==> config.mk <==
export PLATFORM = sky130hd
export DESIGN_NAME = block_ssim_engine_unit
export DESIGN_NICKNAME = d
export VERILOG_FILES = /design/src/rtl/bssim_pkg.sv /design/src/rtl/block_ssim_engine_unit.sv /design/src/rtl/bssim_fifo.sv /design/src/rtl/bssim_front.sv /design/src/rtl/bssim_div.sv /design/src/rtl/bssim_back.sv
export SDC_FILE = /design/constraint.sdc
export NUM_CORES = 2
export LEC_CHECK = 0
export ABC_CLOCK_PERIOD_IN_PS = 24400
export BUFFER_PORTS_ARGS = -buffer_cell sky130_fd_sc_hd__buf_4
export CAP_MARGIN = 20
export CORE_MARGIN = 5
export CORE_UTILIZATION = 50
export CTS_BUF_LIST = sky130_fd_sc_hd__clkbuf_8
export DETAILED_ROUTE_END_ITERATION = 10
export GPL_TIMING_DRIVEN = 0
export PLACE_DENSITY = 0.65
export SLEW_MARGIN = 20
export SYNTH_ARGS = -nofsm -noshare
export SYNTH_HDL_FRONTEND = slang
export SYNTH_SLANG_ARGS = --single-unit
==> constraint.sdc <==
create_clock -name clk -period 24.4 [get_ports clk]
set_input_delay 3.66 -clock clk [delete_from_list [all_inputs] [get_ports clk]]
set_output_delay 3.66 -clock clk [all_outputs]
set_load 0.05 [all_outputs]
==> src/rtl/bssim_pkg.sv <==
// Shared types and constants of the block SSIM engine.
// No dependencies; every other file but bssim_fifo imports this package.
package bssim_pkg;

	localparam int SCORE_W = 18;
	localparam int TOTAL_W = 38;
	localparam int RES_W   = 2 * SCORE_W + 1;
	localparam int FRAC_W  = 8;
	localparam int STAB_W  = 24;
	localparam int SIDE_REG_W = 5;
	localparam int INDEX_W = 2;

	localparam int DIV_NW = 38;
	localparam int DIV_DW = 32;
	localparam int DIV_CW = 6;
	localparam int RATIO_BITS = 16;

	localparam logic [16:0] ONE_Q16 = 17'h10000;

	localparam logic [INDEX_W-1:0] REG_BLOCK_SIDE = 2'd0;
	localparam logic [INDEX_W-1:0] REG_LUMA_STAB  = 2'd1;
	localparam logic [INDEX_W-1:0] REG_CONTR_STAB = 2'd2;

	localparam logic [SIDE_REG_W-1:0] SIDE_RESET = 5'd8;
	localparam logic [STAB_W-1:0] LUMA_RESET   = 24'd1665;
	localparam logic [STAB_W-1:0] CONTR_RESET  = 24'd14982;

	typedef struct packed {
		logic              start;
		logic [DIV_NW-1:0] num;
		logic [DIV_DW-1:0] den;
		logic [DIV_DW-1:0] rem;
		logic [DIV_CW-1:0] steps;
	} div_req_t;

	typedef struct packed {
		logic              done;
		logic [DIV_NW-1:0] quo;
	} div_rsp_t;

	typedef enum logic [3:0] {
		B_IDLE,
		B_DIV_MX,
		B_DIV_MY,
		B_DIV_EXX,
		B_DIV_EYY,
		B_DIV_EXY,
		B_MUL,
		B_PREP,
		B_RATIO1,
		B_RATIO2,
		B_PROD,
		B_ACC,
		B_MEAN,
		B_OUT
	} back_state_t;

endpackage

==> src/rtl/block_ssim_engine_unit.sv <==
// Channel   | Ports                                      | Beat
// pixels in | push, full, src_pixel, cmp_pixel, final_block | push && !full
// results   | pop, empty, block_score, image_score, image_done | pop && !empty
// config    | wr_en, wr_index, wr_data                   | wr_en
//
// A pixel beat is taken every cycle while the two-block snapshot queue has room.
// Each block is scored by the back end through the one-bit-per-cycle shared divider,
// with one more division on the image's last block for the image mean. Blocks that
// arrive faster than they are scored fill the snapshot queue and raise full until
// it drains.
// Reset is immediate; there is no clearing pass. A held result does not block
// scoring of the next block until the two-entry result queue is full.
// Top level of the block SSIM engine; depends on bssim_pkg and all bssim modules.
module block_ssim_engine_unit #(
	parameter int MAX_BLOCK_SIDE = 16,
	parameter int BLOCK_COUNT_BITS = 20
) (
	input  logic                                clk,
	input  logic                                arst_n,
	input  logic                                push,
	output logic                                full,
	input  logic [7:0]                          src_pixel,
	input  logic [7:0]                          cmp_pixel,
	input  logic                                final_block,
	output logic                                empty,
	input  logic                                pop,
	output logic signed [bssim_pkg::SCORE_W-1:0] block_score,
	output logic signed [bssim_pkg::SCORE_W-1:0] image_score,
	output logic                                image_done,
	input  logic                                wr_en,
	input  logic [bssim_pkg::INDEX_W-1:0]       wr_index,
	input  logic [bssim_pkg::STAB_W-1:0]        wr_data
);
	import bssim_pkg::*;

	localparam int CW = $clog2(MAX_BLOCK_SIDE * MAX_BLOCK_SIDE + 1);
	localparam int SW = 8 + CW;
	localparam int QW = 16 + CW;
	localparam int SNAP_W = 1 + CW + 2 * SW + 3 * QW;

	logic [SIDE_REG_W-1:0] side_q;
	logic [STAB_W-1:0]     c1_q, c2_q;
	logic                  take;
	logic                  snap_push, snap_pop, snap_full, snap_empty;
	logic [SNAP_W-1:0]     snap_wdata, snap_rdata;
	logic                  res_push, res_full;
	logic [RES_W-1:0]      res_wdata, res_rdata;

	always_ff @(posedge clk or negedge arst_n) begin
		if (!arst_n) begin
			side_q <= SIDE_RESET;
			c1_q   <= LUMA_RESET;
			c2_q   <= CONTR_RESET;
		end else if (wr_en) begin
			case (wr_index)
				REG_BLOCK_SIDE: side_q <= wr_data[SIDE_REG_W-1:0];
				REG_LUMA_STAB:  c1_q   <= wr_data;
				REG_CONTR_STAB: c2_q   <= wr_data;
				default: begin
				end
			endcase
		end
	end

	assign full = snap_full;
	assign take = push && !snap_full;

	bssim_front #(
		.MAX_BLOCK_SIDE (MAX_BLOCK_SIDE),
		.CW             (CW),
		.SW             (SW),
		.QW             (QW),
		.SNAP_W         (SNAP_W)
	) u_front (
		.clk         (clk),
		.arst_n      (arst_n),
		.take        (take),
		.src_pixel   (src_pixel),
		.cmp_pixel   (cmp_pixel),
		.final_block (final_block),
		.side_cfg    (side_q),
		.snap_push   (snap_push),
		.snap_data   (snap_wdata)
	);

	bssim_fifo #(.W(SNAP_W)) u_snap_q (
		.clk    (clk),
		.arst_n (arst_n),
		.wr     (snap_push),
		.wdata  (snap_wdata),
		.rd     (snap_pop),
		.rdata  (snap_rdata),
		.full   (snap_full),
		.empty  (snap_empty)
	);

	bssim_back #(
		.CW               (CW),
		.SW               (SW),
		.QW               (QW),
		.SNAP_W           (SNAP_W),
		.BLOCK_COUNT_BITS (BLOCK_COUNT_BITS)
	) u_back (
		.clk        (clk),
		.arst_n     (arst_n),
		.c1         (c1_q),
		.c2         (c2_q),
		.snap_empty (snap_empty),
		.snap_data  (snap_rdata),
		.snap_pop   (snap_pop),
		.res_full   (res_full),
		.res_push   (res_push),
		.res_data   (res_wdata)
	);

	bssim_fifo #(.W(RES_W)) u_res_q (
		.clk    (clk),
		.arst_n (arst_n),
		.wr     (res_push),
		.wdata  (res_wdata),
		.rd     (pop),
		.rdata  (res_rdata),
		.full   (res_full),
		.empty  (empty)
	);

	assign block_score = res_rdata[RES_W-1:SCORE_W+1];
	assign image_score = res_rdata[SCORE_W:1];
	assign image_done  = res_rdata[0];

`ifndef NO_ASSERTIONS
	a_snap_room: assert property (@(posedge clk) disable iff (!arst_n)
		snap_push |-> !snap_full)
		else $error("block snapshot dropped on full queue");

	a_res_room: assert property (@(posedge clk) disable iff (!arst_n)
		res_push |-> !res_full)
		else $error("result dropped on full queue");

	a_img_zero: assert property (@(posedge clk) disable iff (!arst_n)
		(!empty && !image_done) |-> (image_score == '0))
		else $error("image score set on a block that does not end the image");
`endif
endmodule

==> src/rtl/bssim_fifo.sv <==
// Two-entry first-word-fall-through queue for block snapshots and results.
// No package dependency.
module bssim_fifo #(
	parameter int W = 8
) (
	input  logic         clk,
	input  logic         arst_n,
	input  logic         wr,
	input  logic [W-1:0] wdata,
	input  logic         rd,
	output logic [W-1:0] rdata,
	output logic         full,
	output logic         empty
);
	logic [W-1:0] mem_q [2];
	logic         wptr_q;
	logic         rptr_q;
	logic [1:0]   cnt_q;

	assign full  = (cnt_q == 2'd2);
	assign empty = (cnt_q == 2'd0);
	assign rdata = mem_q[rptr_q];

	always_ff @(posedge clk) begin
		if (wr && !full) begin
			mem_q[wptr_q] <= wdata;
		end
	end

	always_ff @(posedge clk or negedge arst_n) begin
		if (!arst_n) begin
			wptr_q <= 1'b0;
			rptr_q <= 1'b0;
			cnt_q  <= 2'd0;
		end else begin
			if (wr && !full) begin
				wptr_q <= ~wptr_q;
			end
			if (rd && !empty) begin
				rptr_q <= ~rptr_q;
			end
			case ({wr && !full, rd && !empty})
				2'b10:   cnt_q <= cnt_q + 2'd1;
				2'b01:   cnt_q <= cnt_q - 2'd1;
				default: cnt_q <= cnt_q;
			endcase
		end
	end
endmodule

==> src/rtl/bssim_front.sv <==
// Front end: accumulates per-block pixel sums and emits a snapshot at block end.
// Depends on bssim_pkg.
module bssim_front #(
	parameter int MAX_BLOCK_SIDE = 16,
	parameter int CW = 9,
	parameter int SW = 17,
	parameter int QW = 25,
	parameter int SNAP_W = 1 + CW + 2 * SW + 3 * QW
) (
	input  logic                                clk,
	input  logic                                arst_n,
	input  logic                                take,
	input  logic [7:0]                          src_pixel,
	input  logic [7:0]                          cmp_pixel,
	input  logic                                final_block,
	input  logic [bssim_pkg::SIDE_REG_W-1:0]    side_cfg,
	output logic                                snap_push,
	output logic [SNAP_W-1:0]                   snap_data
);
	import bssim_pkg::*;

	localparam int SIDE_W = $clog2(MAX_BLOCK_SIDE + 1);
	localparam int CMP_W  = (SIDE_W > SIDE_REG_W) ? SIDE_W : SIDE_REG_W;

	logic [CMP_W-1:0]    side_wide;
	logic [SIDE_W-1:0]   side_eff;
	logic [2*SIDE_W-1:0] sq_full;
	logic [CW-1:0]       side_sq;
	logic [CW-1:0]       count_q, count_nx;
	logic [SW-1:0]       sum_src_q, sum_cmp_q, sum_src_nx, sum_cmp_nx;
	logic [QW-1:0]       sq_src_q, sq_cmp_q, cross_q, sq_src_nx, sq_cmp_nx, cross_nx;
	logic [15:0]         xx, yy, xy;
	logic                block_end;

	always_comb begin
		side_wide = CMP_W'(side_cfg);
		if (side_wide < CMP_W'(2)) begin
			side_eff = SIDE_W'(2);
		end else if (side_wide > CMP_W'(MAX_BLOCK_SIDE)) begin
			side_eff = SIDE_W'(MAX_BLOCK_SIDE);
		end else begin
			side_eff = SIDE_W'(side_wide);
		end
	end

	assign sq_full = side_eff * side_eff;
	assign side_sq = CW'(sq_full);

	assign xx = src_pixel * src_pixel;
	assign yy = cmp_pixel * cmp_pixel;
	assign xy = src_pixel * cmp_pixel;

	assign count_nx   = count_q + CW'(1);
	assign sum_src_nx = sum_src_q + SW'(src_pixel);
	assign sum_cmp_nx = sum_cmp_q + SW'(cmp_pixel);
	assign sq_src_nx  = sq_src_q + QW'(xx);
	assign sq_cmp_nx  = sq_cmp_q + QW'(yy);
	assign cross_nx   = cross_q + QW'(xy);

	assign block_end = take && (count_nx >= side_sq);
	assign snap_push = block_end;
	assign snap_data = {final_block, count_nx, sum_src_nx, sum_cmp_nx,
		sq_src_nx, sq_cmp_nx, cross_nx};

	always_ff @(posedge clk or negedge arst_n) begin
		if (!arst_n) begin
			count_q   <= '0;
			sum_src_q <= '0;
			sum_cmp_q <= '0;
			sq_src_q  <= '0;
			sq_cmp_q  <= '0;
			cross_q   <= '0;
		end else if (take) begin
			if (block_end) begin
				// restart sums for the next block
				count_q   <= '0;
				sum_src_q <= '0;
				sum_cmp_q <= '0;
				sq_src_q  <= '0;
				sq_cmp_q  <= '0;
				cross_q   <= '0;
			end else begin
				count_q   <= count_nx;
				sum_src_q <= sum_src_nx;
				sum_cmp_q <= sum_cmp_nx;
				sq_src_q  <= sq_src_nx;
				sq_cmp_q  <= sq_cmp_nx;
				cross_q   <= cross_nx;
			end
		end
	end
endmodule

==> src/rtl/bssim_div.sv <==
// Shared restoring divider, one quotient bit per cycle.
// Depends on bssim_pkg for the request and response types.
module bssim_div (
	input  logic                  clk,
	input  logic                  arst_n,
	input  bssim_pkg::div_req_t   req,
	output bssim_pkg::div_rsp_t   rsp
);
	import bssim_pkg::*;

	logic              busy_q, done_q;
	logic [DIV_CW-1:0] cnt_q;
	logic [DIV_DW-1:0] rem_q, den_q, rem_nx;
	logic [DIV_NW-1:0] quo_q;
	logic [DIV_DW:0]   shifted;
	logic [DIV_DW+1:0] diff;
	logic              ge;

	assign shifted = {rem_q, quo_q[DIV_NW-1]};
	assign diff    = {1'b0, shifted} - {2'b0, den_q};
	assign ge      = ~diff[DIV_DW+1];
	assign rem_nx  = ge ? diff[DIV_DW-1:0] : shifted[DIV_DW-1:0];

	assign rsp.done = done_q;
	assign rsp.quo  = quo_q;

	always_ff @(posedge clk or negedge arst_n) begin
		if (!arst_n) begin
			busy_q <= 1'b0;
			done_q <= 1'b0;
			cnt_q  <= '0;
		end else begin
			done_q <= 1'b0;
			if (req.start) begin
				busy_q <= 1'b1;
				cnt_q  <= req.steps;
			end else if (busy_q) begin
				cnt_q <= cnt_q - DIV_CW'(1);
				if (cnt_q == DIV_CW'(1)) begin
					busy_q <= 1'b0;
					done_q <= 1'b1;
				end
			end
		end
	end

	always_ff @(posedge clk) begin
		if (req.start) begin
			rem_q <= req.rem;
			quo_q <= req.num;
			den_q <= req.den;
		end else if (busy_q) begin
			rem_q <= rem_nx;
			quo_q <= {quo_q[DIV_NW-2:0], ge};
		end
	end
endmodule

==> src/rtl/bssim_back.sv <==
// Back end: turns a block snapshot into the block score and the image mean.
// Depends on bssim_pkg and bssim_div.
module bssim_back #(
	parameter int CW = 9,
	parameter int SW = 17,
	parameter int QW = 25,
	parameter int SNAP_W = 1 + CW + 2 * SW + 3 * QW,
	parameter int BLOCK_COUNT_BITS = 20
) (
	input  logic                             clk,
	input  logic                             arst_n,
	input  logic [bssim_pkg::STAB_W-1:0]     c1,
	input  logic [bssim_pkg::STAB_W-1:0]     c2,
	input  logic                             snap_empty,
	input  logic [SNAP_W-1:0]                snap_data,
	output logic                             snap_pop,
	input  logic                             res_full,
	output logic                             res_push,
	output logic [bssim_pkg::RES_W-1:0]      res_data
);
	import bssim_pkg::*;

	localparam int K_MEAN = SW + FRAC_W;
	localparam int K_MOM  = QW + FRAC_W;

	back_state_t state_q, state_d;
	logic        pend_q, pend_d;
	div_req_t    req;
	div_rsp_t    rsp;

	logic          last_q;
	logic [CW-1:0] n_q;
	logic [SW-1:0] ssrc_q, scmp_q;
	logic [QW-1:0] qsrc_q, qcmp_q, qx_q;

	logic [15:0] mx_q, my_q;
	logic [23:0] exx_q, eyy_q, exy_q;
	logic [31:0] pxx_q, pyy_q, pxy_q;
	logic [25:0] num1_q, den1_q, den2_q;
	logic [26:0] num2mag_q;
	logic        num2neg_q;
	logic [16:0] r1_q, r2_q, mag_q;
	logic        r2neg_q, neg_q;
	logic [SCORE_W-1:0] score_q, img_q;
	logic [TOTAL_W-1:0] total_q, tot_mag_q, total_nx;
	logic               tot_neg_q;
	logic [BLOCK_COUNT_BITS-1:0] tally_q, tally_nx;

	logic [24:0] vx_d, vy_d, cv;
	logic [23:0] vx, vy;
	logic [32:0] sq_sum;
	logic [25:0] num1_d, den1_d, den2_d;
	logic [26:0] num2_d, num2mag_d;
	logic        skip1, skip2;
	logic [33:0] prod, rounded;

	bssim_div u_div (
		.clk    (clk),
		.arst_n (arst_n),
		.req    (req),
		.rsp    (rsp)
	);

	// moment and ratio terms
	assign vx_d   = {1'b0, exx_q} - {1'b0, pxx_q[31:8]};
	assign vy_d   = {1'b0, eyy_q} - {1'b0, pyy_q[31:8]};
	assign vx     = vx_d[24] ? '0 : vx_d[23:0];
	assign vy     = vy_d[24] ? '0 : vy_d[23:0];
	assign cv     = {1'b0, exy_q} - {1'b0, pxy_q[31:8]};
	assign sq_sum = {1'b0, pxx_q} + {1'b0, pyy_q};
	assign num1_d = {1'b0, pxy_q[31:7]} + {2'b0, c1};
	assign den1_d = {1'b0, sq_sum[32:8]} + {2'b0, c1};
	assign num2_d = {cv[24], cv, 1'b0} + {3'b0, c2};
	assign num2mag_d = num2_d[26] ? (27'd0 - num2_d) : num2_d;
	assign den2_d = {2'b0, vx} + {2'b0, vy} + {2'b0, c2};

	assign skip1 = (den1_q == '0) || (num1_q >= den1_q);
	assign skip2 = (den2_q == '0) || (num2mag_q >= {1'b0, den2_q});

	assign prod    = r1_q * r2_q;
	assign rounded = prod + 34'd32768;

	assign total_nx = neg_q ? (total_q - TOTAL_W'(mag_q)) : (total_q + TOTAL_W'(mag_q));
	assign tally_nx = tally_q + BLOCK_COUNT_BITS'(1);

	assign res_data = {score_q, img_q, last_q};

	always_ff @(posedge clk or negedge arst_n) begin
		if (!arst_n) begin
			state_q <= B_IDLE;
			pend_q  <= 1'b0;
		end else begin
			state_q <= state_d;
			pend_q  <= pend_d;
		end
	end

	always_comb begin
		state_d  = state_q;
		pend_d   = pend_q;
		req      = '0;
		snap_pop = 1'b0;
		res_push = 1'b0;
		case (state_q)
			B_IDLE: begin
				if (!snap_empty) begin
					snap_pop = 1'b1;
					state_d  = B_DIV_MX;
				end
			end
			B_DIV_MX, B_DIV_MY, B_DIV_EXX, B_DIV_EYY, B_DIV_EXY,
			B_RATIO1, B_RATIO2, B_MEAN: begin
				req.den = DIV_DW'(n_q);
				case (state_q)
					B_DIV_MX: begin
						req.num   = DIV_NW'({ssrc_q, 8'd0}) << (DIV_NW - K_MEAN);
						req.steps = DIV_CW'(K_MEAN);
					end
					B_DIV_MY: begin
						req.num   = DIV_NW'({scmp_q, 8'd0}) << (DIV_NW - K_MEAN);
						req.steps = DIV_CW'(K_MEAN);
					end
					B_DIV_EXX: begin
						req.num   = DIV_NW'({qsrc_q, 8'd0}) << (DIV_NW - K_MOM);
						req.steps = DIV_CW'(K_MOM);
					end
					B_DIV_EYY: begin
						req.num   = DIV_NW'({qcmp_q, 8'd0}) << (DIV_NW - K_MOM);
						req.steps = DIV_CW'(K_MOM);
					end
					B_DIV_EXY: begin
						req.num   = DIV_NW'({qx_q, 8'd0}) << (DIV_NW - K_MOM);
						req.steps = DIV_CW'(K_MOM);
					end
					B_RATIO1: begin
						req.rem   = DIV_DW'(num1_q);
						req.den   = DIV_DW'(den1_q);
						req.steps = DIV_CW'(RATIO_BITS);
					end
					B_RATIO2: begin
						req.rem   = DIV_DW'(num2mag_q);
						req.den   = DIV_DW'(den2_q);
						req.steps = DIV_CW'(RATIO_BITS);
					end
					default: begin
						req.num   = DIV_NW'(tot_mag_q);
						req.den   = DIV_DW'(tally_q);
						req.steps = DIV_CW'(TOTAL_W);
					end
				endcase
				if ((state_q == B_RATIO1 && skip1) || (state_q == B_RATIO2 && skip2)
					|| (state_q == B_MEAN && tally_q == '0)) begin
					state_d = (state_q == B_RATIO1) ? B_RATIO2 :
						(state_q == B_RATIO2) ? B_PROD : B_OUT;
				end else if (!pend_q) begin
					req.start = 1'b1;
					pend_d    = 1'b1;
				end else if (rsp.done) begin
					pend_d = 1'b0;
					case (state_q)
						B_DIV_MX:  state_d = B_DIV_MY;
						B_DIV_MY:  state_d = B_DIV_EXX;
						B_DIV_EXX: state_d = B_DIV_EYY;
						B_DIV_EYY: state_d = B_DIV_EXY;
						B_DIV_EXY: state_d = B_MUL;
						B_RATIO1:  state_d = B_RATIO2;
						B_RATIO2:  state_d = B_PROD;
						default:   state_d = B_OUT;
					endcase
				end
			end
			B_MUL:  state_d = B_PREP;
			B_PREP: state_d = B_RATIO1;
			B_PROD: state_d = B_ACC;
			B_ACC:  state_d = last_q ? B_MEAN : B_OUT;
			B_OUT: begin
				if (!res_full) begin
					res_push = 1'b1;
					state_d  = B_IDLE;
				end
			end
			default: state_d = B_IDLE;
		endcase
	end

	// running image totals
	always_ff @(posedge clk or negedge arst_n) begin
		if (!arst_n) begin
			total_q <= '0;
			tally_q <= '0;
		end else if (state_q == B_ACC) begin
			total_q <= total_nx;
			tally_q <= tally_nx;
		end else if (state_q == B_OUT && !res_full && last_q) begin
			total_q <= '0;
			tally_q <= '0;
		end
	end

	always_ff @(posedge clk) begin
		case (state_q)
			B_IDLE: begin
				if (!snap_empty) begin
					{last_q, n_q, ssrc_q, scmp_q, qsrc_q, qcmp_q, qx_q} <= snap_data;
				end
			end
			B_DIV_MX:  if (pend_q && rsp.done) mx_q  <= rsp.quo[15:0];
			B_DIV_MY:  if (pend_q && rsp.done) my_q  <= rsp.quo[15:0];
			B_DIV_EXX: if (pend_q && rsp.done) exx_q <= rsp.quo[23:0];
			B_DIV_EYY: if (pend_q && rsp.done) eyy_q <= rsp.quo[23:0];
			B_DIV_EXY: if (pend_q && rsp.done) exy_q <= rsp.quo[23:0];
			B_MUL: begin
				pxx_q <= mx_q * mx_q;
				pyy_q <= my_q * my_q;
				pxy_q <= mx_q * my_q;
			end
			B_PREP: begin
				num1_q    <= num1_d;
				den1_q    <= den1_d;
				den2_q    <= den2_d;
				num2mag_q <= num2mag_d;
				num2neg_q <= num2_d[26];
			end
			B_RATIO1: begin
				if (skip1) begin
					r1_q <= ONE_Q16;
				end else if (pend_q && rsp.done) begin
					r1_q <= {1'b0, rsp.quo[15:0]};
				end
			end
			B_RATIO2: begin
				if (skip2) begin
					r2_q    <= ONE_Q16;
					r2neg_q <= (den2_q != '0) && num2neg_q;
				end else if (pend_q && rsp.done) begin
					r2_q    <= {1'b0, rsp.quo[15:0]};
					r2neg_q <= num2neg_q;
				end
			end
			B_PROD: begin
				mag_q <= rounded[32:16];
				neg_q <= r2neg_q && (rounded[32:16] != '0);
			end
			B_ACC: begin
				score_q   <= neg_q ? (SCORE_W'(0) - SCORE_W'(mag_q)) : SCORE_W'(mag_q);
				img_q     <= '0;
				tot_neg_q <= total_nx[TOTAL_W-1];
				tot_mag_q <= total_nx[TOTAL_W-1] ? (TOTAL_W'(0) - total_nx) : total_nx;
			end
			B_MEAN: begin
				if (tally_q != '0 && pend_q && rsp.done) begin
					img_q <= tot_neg_q ? (SCORE_W'(0) - rsp.quo[SCORE_W-1:0])
						: rsp.quo[SCORE_W-1:0];
				end
			end
			default: begin
			end
		endcase
	end
endmodule

# Word-level counts from Yosys, hierarchy flattened
# Memories as Yosys holds them, arrays and structs flattened. A register that Yosys moved wholly into a read port is not among the register bits.
# Index checks and enable logic that the tools add are counted.
# classes
add_sub_neg	29
n_mul	8
div	0
n_lt_le_gt_ge	5
eq_ne	27
n_shift	0
mux	66
bitwise_logic	7
reduce_logical	60
# op_table
cell	n
$pmux 38 s6	1
$mux 38	5
$mux 109	1
$mul 16x16->32	3
$mux 32	3
$pmux 26 s3	1
$add 25x16->25	3
$mux 25	3
$sub 24x24->25	3
$mux 17	4
$pmux 4 s7	2
$pmux 27 s2	1
$add 25x24->26	2
$logic_not 26->1	2
$mul 8x8->16	3
$mux 24	2
$mux 20	2
$add 38x17->38	1
$sub 1x38->38 const A	1
$sub 38x17->38	1
$mux 37	1
$mux 18	2
$pmux 18 s2	1
$add 17x8->17	2
57 further kinds	152
# totals
ff_bits	786
latch_bits	0
ram_bits	312
rom_bits	0
input_bits	48
out_inout_bits	39
word_cells	254
mem_count	2
# mem_list
memory	depth	word_bits	read_ports	rd_ports_with_merged_regs	wr	line_no	text
u_snap_q.mem_q	2	119	1	1	1	bssim_fifo.sv:15	logic [W-1:0] mem_q [2];
u_res_q.mem_q	2	37	1	0	1	bssim_fifo.sv:15	

# Depth between registers and ports, before layout
# logic_depth
depth_word	9
depth_mapped	39
depth_no_buf	38

# Cells and area by module
# A second synthesis with hierarchy kept.
# unflattened
cells_unflattened	9674
area_unflattened_um2	102126.7
# by_module_without_submodules
module	instances	cells_per_inst	area_per_inst_um2	seq_area_each_um2
bssim_back	1	6862	67541.0	17852.1
bssim_front	1	1603	14198.6	2952.8
bssim_fifo at u_snap_q	1	388	8814.7	7247.0
bssim_div	1	574	6409.9	3263.1
bssim_fifo at u_res_q	1	133	2949.1	2322.2
block_ssim_engine_unit	1	114	2213.4	1341.3

# Worst setup path after synthesis
# OpenSTA, ideal clock, no wires.
# synth_timing
path_kind	input -> register
start	in push
end	mem u_snap_q.mem_q[0][0] (netlist bit) (enable)
setup_ps	599
arrival_ps	9276
t_required_ps	23801
setup_slack_ps	14525
path_stages	4
n_path_buf	1
cell_sequence	and2_1 > clkbuf_1 > nand2_1 > nor2_1
# synth_between
elab_chain_len	5
# synth_rtl
element	line_no	text
start, declared	block_ssim_engine_unit.sv:20	input logic push,
$logic_and 1x1->1	block_ssim_engine_unit.sv:66	assign take = push && !snap_full;
$logic_and 1x1->1	bssim_front.sv:60	assign block_end = take && (count_nx >= side_sq);
$logic_and 1x1->1	bssim_fifo.sv:25	if (wr && !full) begin
$mux 1	bssim_fifo.sv:25	
$mux 1 (not written as such)	bssim_fifo.sv:26	mem_q[wptr_q] <= wdata;
end, declared	bssim_fifo.sv:15	
# Every way passes these cells.

# Worst setup path after layout
# layout_timing
start	reg u_back.pyy_q[8]
end	reg u_back.den2_q[25], data pin
# layout_between
elab_chain_len	4
# layout_rtl
element	line_no	text
start, declared	bssim_back.sv:38	logic [31:0] pxx_q, pyy_q, pxy_q;
start signal, assigned	bssim_back.sv:214	pyy_q <= my_q * my_q;
$sub 24x24->25	bssim_back.sv:66	assign vy_d = {1'b0, eyy_q} - {1'b0, pyy_q[31:8]};
$mux 24	bssim_back.sv:68	assign vy = vy_d[24] ? '0 : vy_d[23:0];
$add 24x24->25	bssim_back.sv:75	assign den2_d = {2'b0, vx} + {2'b0, vy} + {2'b0, c2};
$add 26x24->26	bssim_back.sv:75	
net u_back.den2_d[25]	bssim_back.sv:52	logic [25:0] num1_d, den1_d, den2_d;
end signal, assigned	bssim_back.sv:220	den2_q <= den2_d;
end, declared	bssim_back.sv:39	logic [25:0] num1_q, den1_q, den2_q;
# The timed path passes the listed nets, and every way through them passes these cells.
# A chain may end at the register's enable or synchronous reset.

==> impl_metrics.ini <==
[detailed_routing]
drc = 0
drt_iter0_markers = 7089
avgRoutedWirePerCell_um = 22.7
routed_wl_mm = 291
dr.pass1.iters = 9
antenna_left = 0
viasPerCell = 5.69
vias = 73100

[power]
p_per_area_mw_per_mm2 = 125
ir_drop_v = 0.000309
cellLeakagePower_nw = 49.3

[synthesis]
synth_compound_area_share_pct = 9.96
synth_area_mm2 = 0.100
yosysWarnings = 0
synth_area_per_cell_um2 = 10.4
ys_async_sr_fraction_pct = 20.8
synth-simple-area-share_pct = 12.3
synth_top_flop_cell = edfxtp_1
synth_edf_count = 950
synth.distinct_cells = 92
synth_xor_area_share_pct = 4.75
synth_mux_area_share_pct = 2.63
synth_top_family_by_area = adder cells
synthCells = 9643
ys_ff_latch = 1200
ys_seq_area_share_pct = 34.7
synthAdderAreaFrac_pct = 29.1

[cts]
cts_tree = yes
cts_sinks = 1200
clockBufferDepth = 3
path_clk_slew_ns = 0.06
root_buffer = clkbuf_8
cts_resized = 0
hold_buffers = 0
worstSkewPairLatency_ns = 0.95
cts_buffers = 206
cts_setup_buffers = 0
ctsHtreeMaxLevel = 4

[finish]
fin_cells = 12800
fillers = 17500
stdcell_area_mm2 = 0.110
drive_above_1_share_pct = 7.45
area_delta_synth_final_pct = 9.23
nNetsFinal = 11800

[timing]
setup_violations = 0
worst_slew_pin_slew_ns = 1.24
rsz0062_at_grt = no
skew_ns = 0.0597
max_slew_margin_pct = 17.3
final.period_utilization_pct = 42.6
fin_crit_ns = 10.39
finalHoldViolCount = 0
finalMaxSlewViolations = 0
setup_tns_ns = 0
max_freq_ghz = 0.0962

[global_route]
grt_pass1_wl_mm = 438
grt_max_degree = 88
overflow = 0
grt_pass1_vias = 72800
grt_usage_pct = 27.4
antenna_found_initial = 22

[run]
cap_viol_max_count = 0

[setup_path]
crit_type = register to register
path_common_cell = a21oi_1
slowest_stage = a2111oi_1
critPathLaunchType = register
worstSetupEndpointType = register
worst-path-max-fanout = 10
crit_arrival_ns = 11.06
worst_ep_required_time_ns = 25.07
critical-path-max-stage-delay_ns = 0.75

[place]
io_buffers = 86
placedInstanceArea_mm2 = 0.105
dp_cells = 12400
routabilityCongestion = 0.932
dp_hpwl_mm = 231

[floorplan]
start_util_pct = 50.2
fp-row-count = 164
die_h_um = 458
ioPinCount = 87
die_x_um = 458
die_area_mm2 = 0.210
core_mm2 = 0.200

[worst_hold_path]
hold_class = register to register

[status]
outcome = completed
[Yosys cell counts (28+ instances only)]
cell,count,area (µm²)
mux2_2,224,2520
a31oi_1,65,407
a221oi_1,32,280
nor2b_1,89,557
o211ai_1,55,413
and3_1,52,325
fa_1,887,17800
nor4_1,31,194
o21bai_1,53,398
o31ai_1,46,345
a222oi_1,36,360
a211oi_1,40,300
or3_1,49,307
xor2_1,170,1490
clkbuf_1,302,1130
dfrtp_1,238,5960
nor2_1,466,1750
or2_2,34,213
nand3_1,194,971
a21o_1,169,1270
edfxtp_1,950,28500
nand4_1,39,244
a21oi_1,368,1840
xnor2_1,370,3240
nor3_1,93,465
o21a_1,77,578
nand2_1,985,3700
ha_1,913,11400
and2_1,417,2610
o21ai_0,361,1810
inv_1,1419,5330
nand2b_1,62,388
a22oi_1,28,210
[registers in the layout, indices dropped and copies added, names as in the netlist, 27 cells and up]
register / cells
u_back.total_q: 38
u_back.num2mag_q: 27
u_back.tot_mag_q: 38
u_back.u_div.quo_q: 38
u_back.pyy_q: 30
u_back.u_div.rem_q: 32
u_back.pxx_q: 30
u_snap_q.mem_q: 238
u_res_q.mem_q: 74
[critical path: cells and delay by family, from the launching register on]
kind,cells,cell delay (ns)
adders and majority gates,4,1.05
DFF,1,0.40
and+or+nand+nor,9,1.54
buffers and inverters,2,0.77
xor gates and xnor gates,1,0.12
AOI/OAI and AO/OA,20,6.20
[through the flow]
stage               hold WS [ns]  setup slack [ns]  util (%)  power [W]
floorplan                  0.421             14.53         -    0.00921
global placement           0.425              9.99      52.2     0.0115
detailed placement         0.432             14.19      52.7     0.0117
CTS                        0.447             14.19      54.9     0.0137
global route               0.451             13.40      54.9     0.0148
finish                     0.445             14.01      54.9     0.0137
[final timing paths]
check / cells after the start / from / end / slack [ns]
max: 36 / u_back.pyy_q[8] / u_back.den2_q[25] / 14.01
min: 0 / u_back.score_q[8] / u_res_q.mem_q[1][27] / 0.45
max reg2reg: 36 / u_back.pyy_q[8] / u_back.den2_q[25] / 14.01
min reg2reg: 0 / u_back.score_q[8] / u_res_q.mem_q[1][27] / 0.45
max in group asynchronous: 3 / arst_n / c1_q[0] / 20.60
min in group asynchronous: 1 / arst_n / u_front.sq_cmp_q[17] / 2.51
[cell usage in the layout (no fill, tap or decap), types with 30 or more instances in the layout]
master,netlist,final
o21ai_0,361,360
a31oi_1,65,65
inv_1,1419,1493
ha_1,913,913
o21a_1,77,77
clkinv_1,11,41
a221oi_1,32,32
o21bai_1,53,53
and2_1,417,416
fa_1,887,887
nand3_1,194,194
nor2b_1,89,89
or2_2,34,34
buf_4,0,99
nand4_1,39,39
edfxtp_1,950,950
or3_1,49,49
o31ai_1,46,46
a211oi_1,40,38
nor3_1,93,87
a21o_1,169,169
nor4_1,31,30
a21oi_1,368,364
nor2_1,466,460
and3_1,52,51
clkbuf_1,302,302
mux2_2,224,224
xnor2_1,370,370
dfrtp_1,238,238
clkbuf_8,0,236
xor2_1,170,170
a222oi_1,36,36
o211ai_1,55,55
nand2_1,985,985
nand2b_1,62,61
[routing by layer]
metal	share of wire, %	GRT usage, %
met2	44	41.4
met5	0.0034	0
met1	44	39.6
met4	3.2	8.17
met3	9.1	6.05
[power breakdown]
group | internal (W) | switching (W)
clock | 0.00100 | 0.000885
sequential | 0.00319 | 0.000380
combinational | 0.00316 | 0.00510
total | 0.00735 | 0.00637
[layout make-up]
class / instances / area (µm²) / area share (%)
multi-input combinational: 6694 / 59100 / 53.9
antenna: 13 / 32.5 / 0.0297
timing repair buffer: 137 / 1500 / 1.37
sequential: 1200 / 34800 / 31.8
inverter: 1432 / 5380 / 4.91
clock buffer: 236 / 3250 / 2.96
clock inverter: 150 / 991 / 0.904
tap: 2656 / 3320 / 3.03
buffer: 319 / 1220 / 1.11
[logic make-up (layout without fill, tap and decap cells)]
| kind of cell | after synthesis | in the layout |
|---|---|---|
| fa+ha+maj | 1800 | 1800 |
| other cells | 2 | 17 |
| buf+inv | 1751 | 2274 |
| simple gates | 2579 | 2579 |
| compound gates | 1533 | 1533 |
| mux | 236 | 236 |
| xor+xnor | 542 | 542 |
| flops | 1200 | 1200 |
(Power assumes the default switching activity.)
